$ cat config.mk
export PLATFORM = sky130hd
export DESIGN_NAME = dllm_ctrl
export DESIGN_NICKNAME = d
export VERILOG_FILES = /design/src/dllm_pkg.sv /design/src/dllm_ctrl.sv
export SDC_FILE = /design/constraint.sdc
export NUM_CORES = 1
export LEC_CHECK = 0
export BUFFER_PORTS_ARGS = -buffer_cell sky130_fd_sc_hd__buf_2
export CORE_AREA = 3 3 40 42
export CTS_CLUSTER_DIAMETER = 30
export CTS_CLUSTER_SIZE = 40
export DETAILED_ROUTE_END_ITERATION = 10
export DIE_AREA = 0 0 43 45
export GPL_ROUTABILITY_DRIVEN = 1
export PLACE_DENSITY_LB_ADDON = 0.08
export SKIP_CTS_REPAIR_TIMING = 1
export SLEW_MARGIN = 30
export SYNTH_ARGS = -nofsm -noshare
export SYNTH_HDL_FRONTEND = slang
export SYNTH_SLANG_ARGS = --single-unit
export TNS_END_PERCENT = 20
$ cat constraint.sdc
create_clock -name clk -period 1 [get_ports clk]
set_input_delay 0.2 -clock clk [delete_from_list [all_inputs] [get_ports clk]]
set_output_delay 0.2 -clock clk [all_outputs]
set_load 0.02 [all_outputs]
$ cat src/dllm_pkg.sv
// shared types, constants and helpers for the doubly linked list manager
package dllm_pkg;

  localparam int NODES  = 256;
  localparam int IDX_W  = $clog2(NODES);
  localparam int LINK_W = $clog2(NODES + 1);

  typedef logic [IDX_W-1:0]  idx_t;
  typedef logic [LINK_W-1:0] link_t;
  typedef logic [2:0]        kind_t;

  // link value that means no node
  localparam link_t NONE_ID = link_t'(NODES);

  // request kinds
  localparam kind_t KIND_PUSH_FRONT = 3'd0;
  localparam kind_t KIND_PUSH_BACK  = 3'd1;
  localparam kind_t KIND_INSERT     = 3'd2;
  localparam kind_t KIND_UNLINK     = 3'd3;
  localparam kind_t KIND_POP        = 3'd4;

  typedef enum logic [2:0] {
    OP_NOP,
    OP_PUSH_FRONT,
    OP_PUSH_BACK,
    OP_INSERT,
    OP_UNLINK,
    OP_POP
  } op_t;

  typedef struct packed {
    kind_t kind;
    idx_t  node_index;
    idx_t  after_index;
    logic  after_present;
  } in_t;

  typedef struct packed {
    idx_t  taken_node;
    logic  taken_valid;
    link_t head_node;
    link_t tail_node;
  } out_t;

  // controller to datapath
  typedef struct packed {
    logic load;
    logic link_step;
    logic finish;
  } cmd_t;

  // datapath to controller
  typedef struct packed {
    logic out_blocked;
  } sts_t;

  function automatic logic is_node(link_t l);
    return l < NONE_ID;
  endfunction

endpackage

$ cat src/dllm_ctrl.sv
// sequencer for the link manager: accept, first write slot, final write slot
module dllm_ctrl import dllm_pkg::*; (
  input  logic clk,
  input  logic rst_n,
  input  logic in_valid,
  output logic in_stall,
  input  sts_t sts,
  output cmd_t cmd
);

  typedef enum logic [2:0] {
    S_IDLE = 3'b001,
    S_LINK = 3'b010,
    S_FIN  = 3'b100
  } state_t;

  state_t state_r, state_nxt;

  always_comb begin
    state_nxt     = state_r;
    cmd.load      = 1'b0;
    cmd.link_step = 1'b0;
    cmd.finish    = 1'b0;
    unique case (state_r)
      S_IDLE: begin
        if (in_valid) begin
          cmd.load  = 1'b1;
          state_nxt = S_LINK;
        end
      end
      S_LINK: begin
        cmd.link_step = 1'b1;
        state_nxt     = S_FIN;
      end
      S_FIN: begin
        if (!sts.out_blocked) begin
          cmd.finish = 1'b1;
          state_nxt  = S_IDLE;
        end
      end
      default: state_nxt = S_IDLE;
    endcase
  end

  assign in_stall = (state_r != S_IDLE);

  always_ff @(posedge clk) begin
    if (!rst_n) begin
      state_r <= S_IDLE;
    end else begin
      state_r <= state_nxt;
    end
  end

endmodule

# Word level (Yosys, flattened, before mapping)
# Index checks and enable logic that the tools add are counted.
# totals
ff_bits,3
in_bits,4
# classes
eq_ne,6
mux,8
n_reduce_logical,1
# op_table
cell,count
case mux 3 bit (3 select lines),1
2-to-1 mux 3 bit,2
2-to-1 mux 1 bit,5
!= test 2 bit (second input constant),2
equality test 3 x 1 -> 1 bit (second input constant),1
equality test 3 x 2 -> 1 bit (second input constant),1
equality test 3 bit (second input constant),1
!= test 3 x 1 -> 1 bit (second input constant),1
AND reduction 2 bit,1

# Longest topological paths before layout
# Gate-level depths: netlist of run 1.
# depth
depth_word,3
ltp_mapped,2

# Least setup slack after synthesis of run 1
# Ideal clock, no wire load.
# synth_timing
kind,reg2out
start,reg state_r[2]
end,out cmd[0] (netlist name)
t_arrival_ns,1.162
required_time_ns,0.800
setup_slack_ns,-0.362
stages_incl_launch_ff,2
cell_sequence,dfxtp_1 > nor4b_1
# synth_rtl
element,line_no,source
start: declaration,dllm_ctrl.sv:17,"state_t state_r, state_nxt;"
start signal: assignment,dllm_ctrl.sv:51,state_r <= state_nxt;
end: declaration,dllm_ctrl.sv:8,output cmd_t cmd

# Final worst setup path of run 1
# layout_timing
start,reg state_r[1]
end,out in_stall
# layout_via
elab_chain_cells,1
# layout_rtl
element,line_no,source
!= test 3 x 1 -> 1 bit,dllm_ctrl.sv:45,assign in_stall = (state_r != S_IDLE);
end: declaration,dllm_ctrl.sv:6,"output logic in_stall,"
# No other way between the ends.

==> run metrics, run 1 <==
Commonest cells post-synth dfxtp_1 (3), nand2b_1 (2); largest net degree at the start of global routing 10; boundary pin count 8; # DRC 0; Avg WL per Cell 9.340 µm; Period minus WS final 1287 ps; via density per instance 3.851; final worst-path cycle share 128.7%; count leader, synth dfxtp_1; CP Launch Point state_r[1]; Worst slew margin 85.27%; CTS tree built; final worst setup slack -286.7 ps; site row count 13; largest family of logic cells by synthesized area simple AND/OR/NAND/NOR gates; Layout area overhead 113.3%; DIE WIDTH 43 µm; max reg flops 3; H-tree depth 1; Overflow after GRT 0; placed inst area 285.3 µm²; Synth Area in XOR/XNOR 0%; Final Hold Fails 0; clk slew on worst S/H paths 40 ps; syn_area_per_cell 9.936 µm²; leakage 0.1423 nW; Tot Pwr 504.7 µW; Num CTS Buffers 3; first-pass GRT wire length 724 µm; crit end category output pin; final setup fails 4; Compound-Gate Fraction of Synth Area 17.04%; count of cell types in the netlist 14; Post-synth EDFFs 0; clk_skew 0.1790 ps; Critical R2R Capture state_r[0]; Worst Setup EP in_stall; Synth top area share 35.56%; Tot GR Track Use 5.241%; FF-to-FF setup slack 30 ps; Die H 45 µm; Largest stage delay, worst path 360 ps; hold path depth 2; mux contribution to synthesized area 0%; Arrival @ worst endpoint 1090 ps; Seq/Total Area, Yosys 35.56%; worst slew pin tran 220.7 ps; area leader, netlist dfxtp_1; Critical Setup Path Class flop to output pin; fin util 28.04%; maxcap violations 0; vias in the first global route 175; max-slew violation count 0; WP data required 800 ps; HP Class primary input to flop; number of I/O port buffers 7; # diodes 0; Syn Std Cell Area 168.9 µm²; adder-cell share of the synthesized area 0%; Worst R2R Path Depth 3; warnings from Yosys 0; Post-Synthesis Cells 17; Max clock buf depth 2; Clk Latency, worst-skew pair 230 ps; Fmax 777.2 MHz; Largest Register state_r; Nets 37; Pwr per Cell Area 1400 nW/µm²; Max FO, Critical Path 6; Area contributors post-synth dfxtp_1 (36%), nor4bb_2 (9.6%), nand2b_1 (7.4%), a211o_2 (5.9%), nor4b_1 (5.2%); Clock Tree Root clkbuf_4; drt total wl 439 µm; ANT nets after route 0; outcome complete, but fails checks; initial antenna violation count 0; failing checks setup timing; post-synthesis simple-gate area fraction 47.41%; CP Launch Type flop; share of flip-flops with an asynchronous set or reset 0%; final instance area 360.3 µm²; ys flop type dfxtp_1; Core Region 1285 µm²; Post-Place Setup Slack -159.8 ps; crit-path cells nand2b_4 > or2_4 > buf_6; DR vias 181; # fillers 141; initial core utilization 13.15%; fraction of layout cells with a size suffix above 1 71.88%; #FFs+latches synth 3; unrepaired setup endpoints after global routing yes; die area 1935 µm²; Post-Syn Nets 21; reg2reg start state_r[1]; VDD IR-drop max 0.5351 mV; clk sinks 3; biggest regs state_r (3); Critical-path top delay cell dfxtp_4; Iteration-0 DRC Markers 1; Post-Layout Cell Count 47; gpl congestion 0.6386; Cells after DPL 42; drt pass-1 iters 2
worst min path at each step:
stage,start,end
after CTS,rst_n,state_r[0]
final,rst_n,state_r[0]
after detailed placement,rst_n,state_r[0]
after floorplan,rst_n,state_r[0]
after global placement,rst_n,state_r[0]
after global routing,rst_n,state_r[0]
metrics by stage:
stage / setup TNS, ps / hold WS [ps]
after floorplan: -35.87 / 280.7
after detailed placement: -532.8 / 423.9
after global routing: -1220 / 184.8
after CTS: -1558 / 180.1
after global placement: -519.8 / 431.1
final: -1027 / 181.6
cell type report:
class / count / area (µm²) / area share, %
flip-flops and latches: 3 / 71.32 / 19.79
clock buffers: 4 / 26.28 / 7.292
well taps: 15 / 18.77 / 5.208
repair buffers: 11 / 90.09 / 25.00
multi-input cells: 14 / 153.9 / 42.71
routing by layer:
metal  up-vias  wire length (µm)  GRT usage [%]
li1         94                 -              -
met1        80               209          7.212
met2         7               187          5.988
met3         0                42          2.789
met4         0                 0          3.614
met5         -                 0              0
power breakdown:
part	total, mW	internal [mW]	switching [mW]
Clock	0.211	0.149	0.0619
Sequential	0.154	0.129	0.0251
Combinational	0.139	0.0905	0.0486
critical path: cells and delay by family, from the launching register on:
| kind | cells | cell delay (ps) |
|---|---|---|
| flops | 1 | 360 |
| simple gates | 2 | 360 |
| buf+inv | 1 | 130 |
cell families after synthesis:
group / after synthesis
AOI/OAI and AO/OA: 4
DFF: 3
and+or+nand+nor: 10
placed cells by master, fill, tap and decap left out, drive strengths merged:
master   Yosys  final
buf          0     11
clkbuf       0      4
dfxtp        3      3
nand2b       2      2
nor3b        1      1
or2          1      1
nor4b        1      1
nor4bb       1      1
or2b         1      1
nand3b       1      1
a21oi        1      1
and2b        1      1
a211o        1      1
o21ai        1      1
o2111ai      1      1
and2         1      1
No activity file was read; power rests on OpenSTA's default activity.
==> inputs of run 2 (changes only) <==
--- a/config.mk
+++ b/config.mk
@@ -12,10 +12,9 @@
 export DETAILED_ROUTE_END_ITERATION = 10
 export DIE_AREA = 0 0 43 45
 export GPL_ROUTABILITY_DRIVEN = 1
-export PLACE_DENSITY_LB_ADDON = 0.08
 export SKIP_CTS_REPAIR_TIMING = 1
 export SLEW_MARGIN = 30
 export SYNTH_ARGS = -nofsm -noshare
 export SYNTH_HDL_FRONTEND = slang
 export SYNTH_SLANG_ARGS = --single-unit
-export TNS_END_PERCENT = 20
+export TNS_END_PERCENT = 30
==> run 2 against run 1 <==
Against the previous run: the run still ends with setup timing left; wire length increased by 1.4%; first-iteration DRC count increased to 3.0 times the previous value; clock-buffer cell count unchanged; flip-flop and latch count unchanged; worst setup slack got worse by 7.0 ps; utilization decreased by 1.2 points; sequential share of layout area increased by 0.86 points; clock skew increased by 1.6 ps; critical path depth unchanged.
==> run metrics, run 2 (same netlist as run 1, synthesis figures left out) <==
number of I/O port buffers 7 (unchanged); Cells after DPL 42 (unchanged); Pwr per Cell Area 1466 nW/µm² (+4.7%); Critical-path top delay cell dfxtp_4; Reg power frac 30.3% (-0.2 points); drt total wl 445 µm (+1.4%); Layout area overhead 104.4%; clock power share 42.4% (+0.5 points); Fmax 773.0 MHz (-0.54%); Clock Tree Root clkbuf_4; ANT nets after route 0 (unchanged); Clk Latency, worst-skew pair 230 ps (about the same); site row count 13 (unchanged); clk sinks 3 (unchanged); clk_skew 1.736 ps (+1.557 ps); final setup fails 4 (unchanged); most common cell after layout, fill and taps aside buf_4; worst slew pin tran 206.4 ps (-14.30 ps); Iteration-0 DRC Markers 3 (+2); initial antenna violation count 0 (unchanged); Period minus WS final 1294 ps (+6.951 ps); Die H 45 µm (unchanged); Post-Layout Cell Count 46 (-2.1%); gpl congestion 0.7303 (+14%); crit-path cells nand2b_4 > or2_4 > buf_6; # DRC 0 (unchanged); max reg flops 3 (unchanged); Largest Register state_r; unrepaired setup endpoints after global routing yes; Final Hold Fails 0 (unchanged); Reg area 71.32 µm² (unchanged); Arrival @ worst endpoint 1090 ps (about the same); via density per instance 3.913 (+1.6%); Post-Place Setup Slack -166.5 ps (-6.757 ps); Int Pwr 366.7 µW (-0.64%); largest net degree at the start of global routing 9 (-1); boundary pin count 8 (unchanged); Critical Setup Path Class flop to output pin; area of the multi-input gates 153.9 µm² (unchanged); Core Region 1285 µm² (unchanged); DIE WIDTH 43 µm (unchanged); failing checks setup timing; worst hold slack 184.0 ps (+2.446 ps); VDD IR-drop max 0.6223 mV (+16%); Avg WL per Cell 9.674 µm (+3.6%); Num CTS Buffers 3 (unchanged); final worst-path cycle share 129.4% (+0.70 points); crit end category output pin; Comb pwr share 27.3% (-0.3 points); Overflow after GRT 0 (unchanged); CTS tree built; Max clock buf depth 2 (unchanged); leakage 0.1346 nW (-5.4%); CP Launch Type flop; Largest stage delay, worst path 370 ps (about the same); die area 1935 µm² (unchanged); most frequent cells in the layout buf_4 (5), clkbuf_4 (3), buf_2 (3), dfxtp_4 (3), buf_6 (2); DR vias 180 (-0.55%); maxcap violations 0 (unchanged); Max FO, Critical Path 8 (+2); Tot GR Track Use 5.990% (+0.75 points); Nets 36 (-2.7%); first-pass GRT wire length 786 µm (+8.6%); drt pass-1 iters 2 (unchanged); Worst slew margin 86.22% (+0.95 points); max-slew violation count 0 (unchanged); WP data required 800 ps (about the same); initial core utilization 13.15% (unchanged); vias in the first global route 190 (+8.6%); clk slew on worst S/H paths 40 ps (about the same); outcome complete, but fails checks; H-tree depth 1 (unchanged); biggest regs state_r (3); final worst setup slack -293.7 ps (-6.951 ps); # diodes 0 (unchanged); Switching Share 27.57% (+0.70 points); fraction of layout cells with a size suffix above 1 70.97% (-0.91 points); sw power 139.6 µW (+2.9%); HP Class primary input to flop; # fillers 140 (-0.71%)
## run 2: cell types whose count changed in the layout (fill, tap and decap cells not counted), sizes merged
cell / previous run / this run
buf: 11 / 10
## run 2: cell type report
| cell class | instances | share of cell area (%) |
|---|---|---|
| Clock buffer | 4 | 7.609 |
| Multi-Input combinational cell | 14 | 44.57 |
| Sequential cell | 3 | 20.65 |
| Tap cell | 15 | 5.435 |
| Timing Repair Buffer | 10 | 21.74 |
## run 2: worst max-delay path: cells and delay by family, from the launching register on
family	cells	cell delay (ps)
buffers and inverters	1	130
AND/OR/NAND/NOR	2	370
flip-flops	1	370
## run 2: power by group through the flow
| stage | Sequential, mW | Clock (mW) | Combinational [mW] |
|---|---|---|---|
| after global placement | 0.154 | 0 | 0.118 |
| after global routing | 0.155 | 0.234 | 0.149 |
| after CTS | 0.152 | 0.230 | 0.119 |
| after floorplan | 0.153 | 0 | 0.0717 |
| after detailed placement | 0.154 | 0 | 0.119 |
| final | 0.153 | 0.215 | 0.138 |
## run 2: path summary, 6_finish.rpt
path                                 start    endpoint  slack, ps  cells past startpoint
worst max-delay path            state_r[1]    in_stall       -290                      3
worst min-delay path                 rst_n  state_r[0]        180                      2
worst max register to register  state_r[2]  state_r[0]         20                      3
worst min register to register  state_r[0]  state_r[2]        590                      2
## run 2: per-layer routing
layer | GRT usage [%] | up-vias | wire length [µm]
met5 | 0 | - | 0
met1 | 7.692 | 77 | 231
met4 | 5.422 | 0 | 0
li1 | - | 95 | -
met2 | 6.587 | 8 | 175
met3 | 3.586 | 0 | 38
## run 2: through the flow
step,utilization [%],cell area [µm²],total power [mW],TNS [ps]
floorplan,-,209.0,0.2252,-35.87
global placement,22.20,285.3,0.2715,-418.6
detailed placement,22.20,285.3,0.2729,-481.9
CTS,24.25,311.5,0.5013,-1510
global route,26.87,345.3,0.5390,-1319
finish,26.87,345.3,0.5063,-1041
==> inputs of run 3 (changes only) <==
==> constraint.sdc (replaced) <==
create_clock -name clk -period 1.3 [get_ports clk]
set_input_delay 0.26 -clock clk [delete_from_list [all_inputs] [get_ports clk]]
set_output_delay 0.26 -clock clk [all_outputs]
set_load 0.02 [all_outputs]
==> run 3 against run 2 <==
Against the previous run: the flow still finishes with violations (setup timing); total power fell by 28%; sequential power fell by 25%; utilization fell by 2.2 points; critical path depth did not move; clock-buffer cell count did not move; combinational power fell by 33%; register-to-register slack improved by 270 ps; first-iteration DRC count did not move; wire length fell by 7.4%; critical endpoint unchanged; via count fell by 0.56%; worst setup slack improved by 260 ps.
==> run metrics, run 3 (same netlist as run 1, synthesis figures left out) <==
outcome complete, but fails checks; failing checks setup timing; initial antenna violation count 0 (unchanged); setup TNS -53.69 ps (+987.8 ps); HP Class primary input to flop; largest net degree at the start of global routing 10 (+1); CP Buf/Inv Count 1 (unchanged); Core Region 1285 µm² (unchanged); Critical Setup Path Class flop to output pin; Worst slew margin 86.09% (-0.13 points); gpl congestion 0.6342 (-13%); maxcap violations 0 (unchanged); Top delay family on crit path flip-flops; Max FO, Critical Path 8 (unchanged); Iteration-0 DRC Markers 3 (unchanged); Int Pwr 273.0 µW (-26%); Pwr per Cell Area 1155 nW/µm² (-21%); Fmax 747.5 MHz; initial core utilization 13.15% (unchanged); Largest stage delay, worst path 360 ps (about the same); most frequent cells in the layout buf_2 (4), clkbuf_4 (3), buf_4 (3), dfxtp_4 (3); clk sinks 3 (unchanged); biggest regs state_r (3); boundary pin count 8 (unchanged); site row count 13 (unchanged); clk slew on worst S/H paths 30 ps (about the same); Period minus WS final 1338 ps; Largest Register state_r; unrepaired setup endpoints after global routing yes; Tot GR Track Use 4.908% (-1.1 points); most common cell after layout, fill and taps aside buf_2; Comb pwr share 25.1% (-2.2 points); fraction of layout cells with a size suffix above 1 63.33% (-7.6 points); area of the multi-input gates 133.9 µm² (-13%); clk_skew 2.362 ps (+0.6258 ps); drt pass-1 iters 4 (+2); crit end category output pin; Layout area overhead 87.41%; first-pass GRT wire length 614 µm (-22%); Arrival @ worst endpoint 1080 ps (about the same); DIE WIDTH 43 µm (unchanged); vias in the first global route 149 (-22%); leakage 0.1431 nW (+6.3%); clock power share 43.4% (+1.0 points); FF-to-FF setup slack 290 ps (+270 ps); DR vias 179 (-0.56%); H-tree depth 1 (unchanged); via density per instance 3.978 (+1.7%); worst slew pin tran 208.3 ps (+1.971 ps); Reg area 71.32 µm² (unchanged); Clk Latency, worst-skew pair 230 ps (about the same); max reg flops 3 (unchanged); Critical-path top delay cell dfxtp_4; # fillers 148 (+5.7%); Num CTS Buffers 3 (unchanged); crit-path cells nand2b_4 > or2_4 > buf_6; CP Launch Type flop; sw power 92.76 µW (-34%); Max clock buf depth 2 (unchanged); drt total wl 412 µm (-7.4%); Overflow after GRT 0 (unchanged); WP data required 1040 ps (+240 ps); final worst setup slack -37.88 ps (+255.8 ps); Avg WL per Cell 9.156 µm (-5.4%); ANT nets after route 0 (unchanged); VDD IR-drop max 0.5676 mV (-8.8%); final worst-path cycle share 102.9%; Post-Place Setup Slack 78.68 ps (+245.2 ps); Reg power frac 31.5% (+1.2 points); Switching Share 25.36% (-2.2 points); die area 1935 µm² (unchanged); max-slew violation count 0 (unchanged); Nets 35 (-2.8%); # DRC 0 (unchanged); Die H 45 µm (unchanged); number of I/O port buffers 7 (unchanged); Final Hold Fails 0 (unchanged); Clock Tree Root clkbuf_4; final setup fails 2 (-2); # diodes 0 (unchanged); CTS tree built
[run 3: changes by cell type in the layout (fill, tap and decap cells not counted)]
cell / delta
nor4b_2: +1
nor3b_4: -1
buf_4: -2
nor3b_1: +1
nor4b_4: -1
dlymetal6s2s_1: +1
buf_2: +1
buf_6: -1
[run 3: final timing paths]
path | startpoint | to | depth (start not counted)
max reg2reg | state_r[2] | state_r[0] | 3
min reg2reg | state_r[0] | state_r[2] | 2
min | rst_n | state_r[0] | 2
max | state_r[1] | in_stall | 3
[run 3: cell type report]
type / instances / share of cell area (%)
Clock buffer: 4 / 8.300
Tap cell: 15 / 5.929
Sequential cell: 3 / 22.53
Timing Repair Buffer: 9 / 20.95
Multi-Input combinational cell: 14 / 42.29
[run 3: power groups by stage]
stage | Clock [mW] | Combinational, mW | Sequential, mW
2_1_floorplan | 0 | 0.0444 | 0.111
3_3_place_gp | 0 | 0.0618 | 0.114
3_5_place_dp | 0 | 0.0620 | 0.114
4_1_cts | 0.168 | 0.0622 | 0.113
5_1_grt | 0.179 | 0.0984 | 0.117
6_report | 0.159 | 0.0919 | 0.115
[run 3: stage by stage]
step           utilization, %  instances  instance area (µm²)  hold slack (ps)  total power [mW]
6_report                24.63         45                316.6            248.8            0.3657
5_1_grt                 24.63         45                316.6            258.6            0.3949
4_1_cts                 19.86         43                255.2            240.4            0.3430
3_5_place_dp            17.82         39                229.0            481.9            0.1762
3_3_place_gp            17.82         39                229.0            478.8            0.1762
2_1_floorplan               -         17                175.2            340.8            0.1553
[run 3: per-layer routing]
layer / part of all wire [%] / track usage (%)
met5: 0 / 0
met1: 46 / 4.808
met3: 8.3 / 5.179
met2: 46 / 5.988
met4: 0 / 3.614
